$ cat config.mk
export PLATFORM = sky130hd
export DESIGN_NAME = png_metadata_chunk_filter
export DESIGN_NICKNAME = d
export VERILOG_FILES = /design/src/rtl/core/pmcf_pkg.sv /design/src/rtl/core/png_metadata_chunk_filter.sv
export SDC_FILE = /design/constraint.sdc
export NUM_CORES = 1
export LEC_CHECK = 0
export CAP_MARGIN = 20
export CORE_UTILIZATION = 58
export CTS_CLUSTER_DIAMETER = 200
export DETAILED_ROUTE_END_ITERATION = 6
export DONT_BUFFER_PORTS = 1
export PLACE_DENSITY_LB_ADDON = 0.25
export SETUP_SLACK_MARGIN = 0.02
export SLEW_MARGIN = 20
export SYNTH_ARGS = -nofsm -noshare
export SYNTH_HDL_FRONTEND = slang
export SYNTH_SLANG_ARGS = --single-unit
$ cat constraint.sdc
create_clock -name clk -period 5.4 [get_ports clk]
set_clock_uncertainty 0.15 [all_clocks]
set_input_delay 0.81 -clock clk [delete_from_list [all_inputs] [get_ports clk]]
set_output_delay 0.81 -clock clk [all_outputs]
set_load 0.01 [all_outputs]
$ cat src/rtl/core/pmcf_pkg.sv
// Package for the PNG metadata chunk filter: chunk type codes and a type match helper.
// No dependencies; used by png_metadata_chunk_filter.
package pmcf_pkg;

    localparam int unsigned NumStripTypes = 6;
    localparam int unsigned HdrHoldDepth  = 7;
    localparam int unsigned BodyWidth     = 33;

    // Chunk types that may be stripped, bit order of the drop mask
    localparam logic [NumStripTypes-1:0][31:0] STRIP_TYPES = '{
        32'h7048_5973,  // pHYs, mask bit 5
        32'h7449_4D45,  // tIME, mask bit 4
        32'h6558_4966,  // eXIf, mask bit 3
        32'h6954_5874,  // iTXt, mask bit 2
        32'h7A54_5874,  // zTXt, mask bit 1
        32'h7445_5874   // tEXt, mask bit 0
    };

    localparam logic [31:0] IEND_TYPE = 32'h4945_4E44;

    localparam logic [NumStripTypes-1:0] DROP_MASK_RESET = '1;

    // True when the chunk type is listed and its mask bit is set
    function automatic logic type_dropped(input logic [31:0] chunk_type,
                                          input logic [NumStripTypes-1:0] mask);
        logic hit;
        hit = 1'b0;
        for (int i = 0; i < NumStripTypes; i++)
        begin
            if (mask[i] && (chunk_type == STRIP_TYPES[i]))
            begin
                hit = 1'b1;
            end
        end
        return hit;
    endfunction

endpackage

$ cat src/rtl/core/png_metadata_chunk_filter.sv
// Results are registered: every kept byte leaves through the output register.
// Input takes one byte per cycle unless byte_stall is high; a kept chunk header gives eight
// results, and the input stalls while the held header bytes drain.
// Reset (rst_n, async, active low): clears parser and output control, drop_mask returns to 63.
// Depends on pmcf_pkg.
module png_metadata_chunk_filter
    import pmcf_pkg::*;
(
    input  logic       clk,
    input  logic       rst_n,
    // configuration write channel
    input  logic       cfg_valid,
    output logic       cfg_ready,
    input  logic [5:0] cfg_data,
    // input byte channel
    input  logic       byte_valid,
    output logic       byte_stall,
    input  logic [7:0] in_byte,
    // result channel
    output logic       res_valid,
    input  logic       res_stall,
    output logic [7:0] out_byte,
    output logic       run_last,
    output logic       stream_done
);

    typedef enum logic [1:0] {
        PH_HEADER = 2'd0,
        PH_BODY   = 2'd1,
        PH_DONE   = 2'd2
    } phase_t;

    // parser state
    phase_t                   phase_reg, phase_next;
    logic [2:0]               hdr_idx_reg, hdr_idx_next;
    logic [7:0]               hold_reg [HdrHoldDepth];
    logic [BodyWidth-1:0]     body_reg, body_next;
    logic                     dropping_reg, dropping_next;
    logic                     end_chunk_reg, end_chunk_next;
    logic [NumStripTypes-1:0] drop_mask_reg;

    // output register and pending header bytes
    logic                     res_valid_reg, res_valid_next;
    logic [7:0]               out_byte_reg, out_byte_next;
    logic                     run_last_reg, run_last_next;
    logic                     stream_done_reg, stream_done_next;
    logic [7:0]               pend_reg [HdrHoldDepth];
    logic [7:0]               pend_next [HdrHoldDepth];
    logic [2:0]               pend_cnt_reg, pend_cnt_next;

    logic        byte_fire;
    logic        out_adv;
    logic        hold_we;
    logic        emit;
    logic        emit_burst;
    logic        emit_last;
    logic        emit_done;
    logic [31:0] chunk_type;
    logic [31:0] chunk_len;
    logic        drop_now;

    assign cfg_ready   = 1'b1;
    assign res_valid   = res_valid_reg;
    assign out_byte    = out_byte_reg;
    assign run_last    = run_last_reg;
    assign stream_done = stream_done_reg;

    // output register can take a new result this cycle
    assign out_adv    = !res_valid_reg || !res_stall;
    assign byte_stall = (pend_cnt_reg != 3'd0) || (res_valid_reg && res_stall);
    assign byte_fire  = byte_valid && !byte_stall;

    assign chunk_type = {hold_reg[4], hold_reg[5], hold_reg[6], in_byte};
    assign chunk_len  = {hold_reg[0], hold_reg[1], hold_reg[2], hold_reg[3]};
    assign drop_now   = type_dropped(chunk_type, drop_mask_reg);

    // chunk parser
    always_comb
    begin
        phase_next     = phase_reg;
        hdr_idx_next   = hdr_idx_reg;
        body_next      = body_reg;
        dropping_next  = dropping_reg;
        end_chunk_next = end_chunk_reg;
        hold_we        = 1'b0;
        emit           = 1'b0;
        emit_burst     = 1'b0;
        emit_last      = 1'b0;
        emit_done      = 1'b0;
        if (byte_fire)
        begin
            unique case (phase_reg)
                PH_HEADER:
                begin
                    if (hdr_idx_reg != 3'(HdrHoldDepth))
                    begin
                        hold_we      = 1'b1;
                        hdr_idx_next = hdr_idx_reg + 3'd1;
                    end
                    else
                    begin
                        hdr_idx_next   = 3'd0;
                        body_next      = {1'b0, chunk_len} + BodyWidth'(4);
                        dropping_next  = drop_now;
                        end_chunk_next = !drop_now && (chunk_type == IEND_TYPE);
                        phase_next     = PH_BODY;
                        emit           = !drop_now;
                        emit_burst     = !drop_now;
                    end
                end
                PH_BODY:
                begin
                    body_next = body_reg - BodyWidth'(1);
                    if (body_next == '0)
                    begin
                        phase_next = end_chunk_reg ? PH_DONE : PH_HEADER;
                    end
                    emit      = !dropping_reg;
                    emit_last = 1'b1;
                    emit_done = (body_next == '0) && end_chunk_reg;
                end
                default:
                begin
                    // stream finished: bytes are swallowed
                end
            endcase
        end
    end

    // output register and header burst drain
    always_comb
    begin
        res_valid_next   = res_valid_reg;
        out_byte_next    = out_byte_reg;
        run_last_next    = run_last_reg;
        stream_done_next = stream_done_reg;
        pend_cnt_next    = pend_cnt_reg;
        for (int i = 0; i < HdrHoldDepth; i++)
        begin
            pend_next[i] = pend_reg[i];
        end
        if (out_adv)
        begin
            if (pend_cnt_reg != 3'd0)
            begin
                res_valid_next   = 1'b1;
                out_byte_next    = pend_reg[0];
                run_last_next    = (pend_cnt_reg == 3'd1);
                stream_done_next = 1'b0;
                pend_cnt_next    = pend_cnt_reg - 3'd1;
                for (int i = 0; i < HdrHoldDepth - 1; i++)
                begin
                    pend_next[i] = pend_reg[i+1];
                end
            end
            else if (emit && emit_burst)
            begin
                res_valid_next   = 1'b1;
                out_byte_next    = hold_reg[0];
                run_last_next    = 1'b0;
                stream_done_next = 1'b0;
                pend_cnt_next    = 3'(HdrHoldDepth);
                for (int i = 0; i < HdrHoldDepth - 1; i++)
                begin
                    pend_next[i] = hold_reg[i+1];
                end
                pend_next[HdrHoldDepth-1] = in_byte;
            end
            else if (emit)
            begin
                res_valid_next   = 1'b1;
                out_byte_next    = in_byte;
                run_last_next    = emit_last;
                stream_done_next = emit_done;
            end
            else
            begin
                res_valid_next = 1'b0;
            end
        end
    end

    // control state
    always_ff @(posedge clk or negedge rst_n)
    begin
        if (!rst_n)
        begin
            phase_reg     <= PH_HEADER;
            hdr_idx_reg   <= 3'd0;
            body_reg      <= '0;
            dropping_reg  <= 1'b0;
            end_chunk_reg <= 1'b0;
            drop_mask_reg <= DROP_MASK_RESET;
            res_valid_reg <= 1'b0;
            pend_cnt_reg  <= 3'd0;
        end
        else
        begin
            phase_reg     <= phase_next;
            hdr_idx_reg   <= hdr_idx_next;
            body_reg      <= body_next;
            dropping_reg  <= dropping_next;
            end_chunk_reg <= end_chunk_next;
            res_valid_reg <= res_valid_next;
            pend_cnt_reg  <= pend_cnt_next;
            if (cfg_valid && cfg_ready)
            begin
                drop_mask_reg <= cfg_data;
            end
        end
    end

    // payload registers, no reset needed
    always_ff @(posedge clk)
    begin
        out_byte_reg    <= out_byte_next;
        run_last_reg    <= run_last_next;
        stream_done_reg <= stream_done_next;
        for (int i = 0; i < HdrHoldDepth; i++)
        begin
            pend_reg[i] <= pend_next[i];
        end
        if (hold_we)
        begin
            hold_reg[hdr_idx_reg] <= in_byte;
        end
    end

endmodule

==> out/metrics.yaml <==
status:
  outcome: "completed"
global_route:
  pin_count_of_the_biggest_net_entering_global_routing: 53
  overflow: 0
  global_route_usage_over_all_layers: 0.306
  first_pass_grt_wire_length_mm: 33.5
  vias_in_the_first_global_route: 6051
  antenna_violations_before_repair: 0
worst_setup_path:
  timing_worst_setup_path_type: "reg2reg"
  critical_path.slowest_cell: "inv_2"
  regToRegStartpoint: "pend_cnt_reg[1]"
  crit_arrival_ns: 4.01
  critical_path.n_buffers_inverters: 3
  timing.critical_path.max_delay_family: "compound AO/OA/AOI/OAI gates"
  crit_path_from: "pend_cnt_reg[1]"
  cp_slowest_stage_delay_ns: 0.60
  cp_max_fo: 42
  path_cells: "inv_1 -> ha_1 -> nor2b_1 -> o2111ai_2 -> buf_4 -> nor2_1 -> o211a_1 -> nand2_1 -> inv_2 -> o31a_1"
  critical_path_required_ns: 5.33
  critPathCaptureType: "flop"
  timing.critical_path.from_type: "flop"
synth:
  avgSynthCellArea_um2: 11.2
  synth_async_sr_flop_share: 0.291
  synthesis.instances: 762
  synth_area_um2: 8570
  synth-seq-area-share: 0.574
  yosys_warnings: 0
  synth_enable_flop_cells: 122
  ys_ff_latch: 172
  distinct_cell_type_count_of_the_synthesized_netlist: 71
  ys.flop_type: "edfxtp_1"
  synthesis.nets: 789
timing:
  max_clock_freq_mhz: 245
  timing.setup.tns_ns: 0
  setup_viol: 0
  layout_worst_path_cycle_share: 0.755
  report.final.hold_viol_count: 0
  setup_ws_ns: 1.32
  timing.max_slew.rel_slack: 0.267
  post-route-min-period_ns: 4.08
  timing_max_transition_violations_final: 0
  grt_setup_unrepaired: "no"
  tightest_slew_ns: 1.10
place:
  gp_congestion: 0.936
  place_ws_ns: 1.14
  placement.io_buffers: 0
  place.detailed.hpwl_mm: 14.9
  dp.cells: 909
clock_network:
  cts.repair.resized: 0
  max-clock-path-buffers: 2
  cts_post_setup_buffers_inserted: 0
  cts.clk_slew.worst_paths_ns: 0.07
  clock_insertion_delay_worst_skew_ns: 0.44
  htree_levels: 4
  cts_made_buffers: 17
  tritoncts: "done"
  cts.sinks: 172
  clock-root-buffer: "clkbuf_16"
floorplan:
  io_pins: 32
  design.die.area_um2: 15300
  floorplan.rows: 44
  die-height_um: 124
  die_width_um: 124
  core_area_um2: 14500
  start_util: 0.592
route:
  wirelength_mm: 22.1
  post-route-drc-count: 0
  routedWlPerCell_um: 23.5
  vias_per_cell: 6.93
  routed_vias: 6528
  drt_first_iter_violations: 765
  drtPass1Iterations: 6
  final_antenna_net_count: 0
power_and_ir_drop:
  max-vdd-ir-drop_v: 0.000260
  power_density_nw_per_um2: 386
  power_leakage_nw: 3.30
cells_and_area:
  multi_input_comb_area_um2: 3460
  nNetsFinal: 772
  antenna_fix_cells: 0
  stdcell_count: 942
  layout_common_cells: "122 x edfxtp_1, 67 x nand2_1, 50 x nor2_1"
  layout_cell_share_with_drive_strength_beyond_1: 0.106
  area_overhead_of_the_layout_relative_to_synthesis_pct: 8.78
  seqCellArea_um2: 4920
  final_common_cell: "edfxtp_1"
  fill_cells: 1109
hold_path:
  worst_hold_path_type: "in2async"
flow_run:
  max_cap_violations: 0
worst paths after layout:
check / cells past startpoint / endpoint / slack, ns
max in group asynchronous: 1 / end_chunk_reg / 4.81
min in group clk: 0 / hold_reg[2][0] / 0.31
worst min-delay path: 0 / drop_mask_reg[5] / 0.07
worst max register to register: 10 / out_byte[6] / 1.32
worst max-delay path: 10 / out_byte[6] / 1.32
worst min register to register: 2 / body_reg[32] / 0.39
worst register-to-register path, cell delays in order (launching register included):
cell,delay (ns)
dfrtp_1,0.38
inv_1,0.13
ha_1,0.22
nor2b_1,0.25
o2111ai_2,0.15
buf_4,0.26
nor2_1,0.45
o211a_1,0.42
nand2_1,0.21
inv_2,0.60
o31a_1,0.53
cells in the mapped netlist, drive strengths merged (5+ instances only):
master,number,area [µm²]
nand4b,5,43.8
nor4,21,131
xor2,10,87.6
xnor2,23,201
and4,5,45.0
mux2,8,90.1
nor3b,5,37.5
nand2b,5,31.3
a21oi,32,160
nand3,35,175
ha,8,100
o21ai,45,225
edfxtp,122,3660
nand4,17,106
and3,7,43.8
or3,7,43.8
or3b,5,43.8
nor3,21,115
a22o,48,420
nor2,50,188
nand2,67,251
or4,14,118
o22ai,9,56.3
clkbuf,37,139
inv,10,37.5
o211ai,6,45.0
nor4b,5,43.8
a31oi,13,81.3
dfstp,6,158
dfrtp,44,1100
buf,8,38.8
power by group:
part           switching, mW  internal, mW  total (mW)
clock                  0.586         0.632        1.22
combinational          0.280         0.218       0.498
sequential             0.118          1.76        1.88
total                  0.984          2.61        3.60
area by class of cell:
type,instances,area share
multi-input combinational,535,0.371
timing repair buffer,9,0.00940
sequential,172,0.528
inverter,10,0.00403
clock buffer,19,0.0475
clock inverter,13,0.0156
tap,184,0.0247
through the flow:
step	utilization	power (mW)	cell area (µm²)	hold slack [ns]
after global placement	0.601	2.37	8690	0.351
after CTS	0.643	3.60	9310	0.0570
final	0.644	3.60	9320	0.0693
after detailed placement	0.601	2.39	8690	0.366
after global routing	0.644	3.71	9320	0.0472
after floorplan	-	2.25	8570	0.307
cells by family (layout without fill, tap and decap cells):
| family | Yosys count | count (layout) | synth area share |
|---|---|---|---|
| other cells | 1 | 1 | 0.000438 |
| fa+ha+maj | 8 | 8 | 0.0117 |
| buf+inv | 55 | 51 | 0.0251 |
| compound gates | 194 | 194 | 0.158 |
| xor+xnor | 33 | 33 | 0.0337 |
| flops | 172 | 172 | 0.574 |
| mux | 8 | 8 | 0.0105 |
| simple gates | 291 | 291 | 0.186 |
repair_timing:
| action | 4_1_cts | 5_1_grt |
|---|---|---|
| setup endpoints to repair | 0 | 0 |
| hold buffers | 1 | 0 |
| endpoints found under the hold margin | 44 | 0 |
layer usage:
layer,track usage,share of wire
met1,0.387,0.40
met2,0.507,0.49
met3,0.0609,0.065
met4,0.141,0.038
met5,0,0
Note: power is estimated with default switching activity, not from simulation.
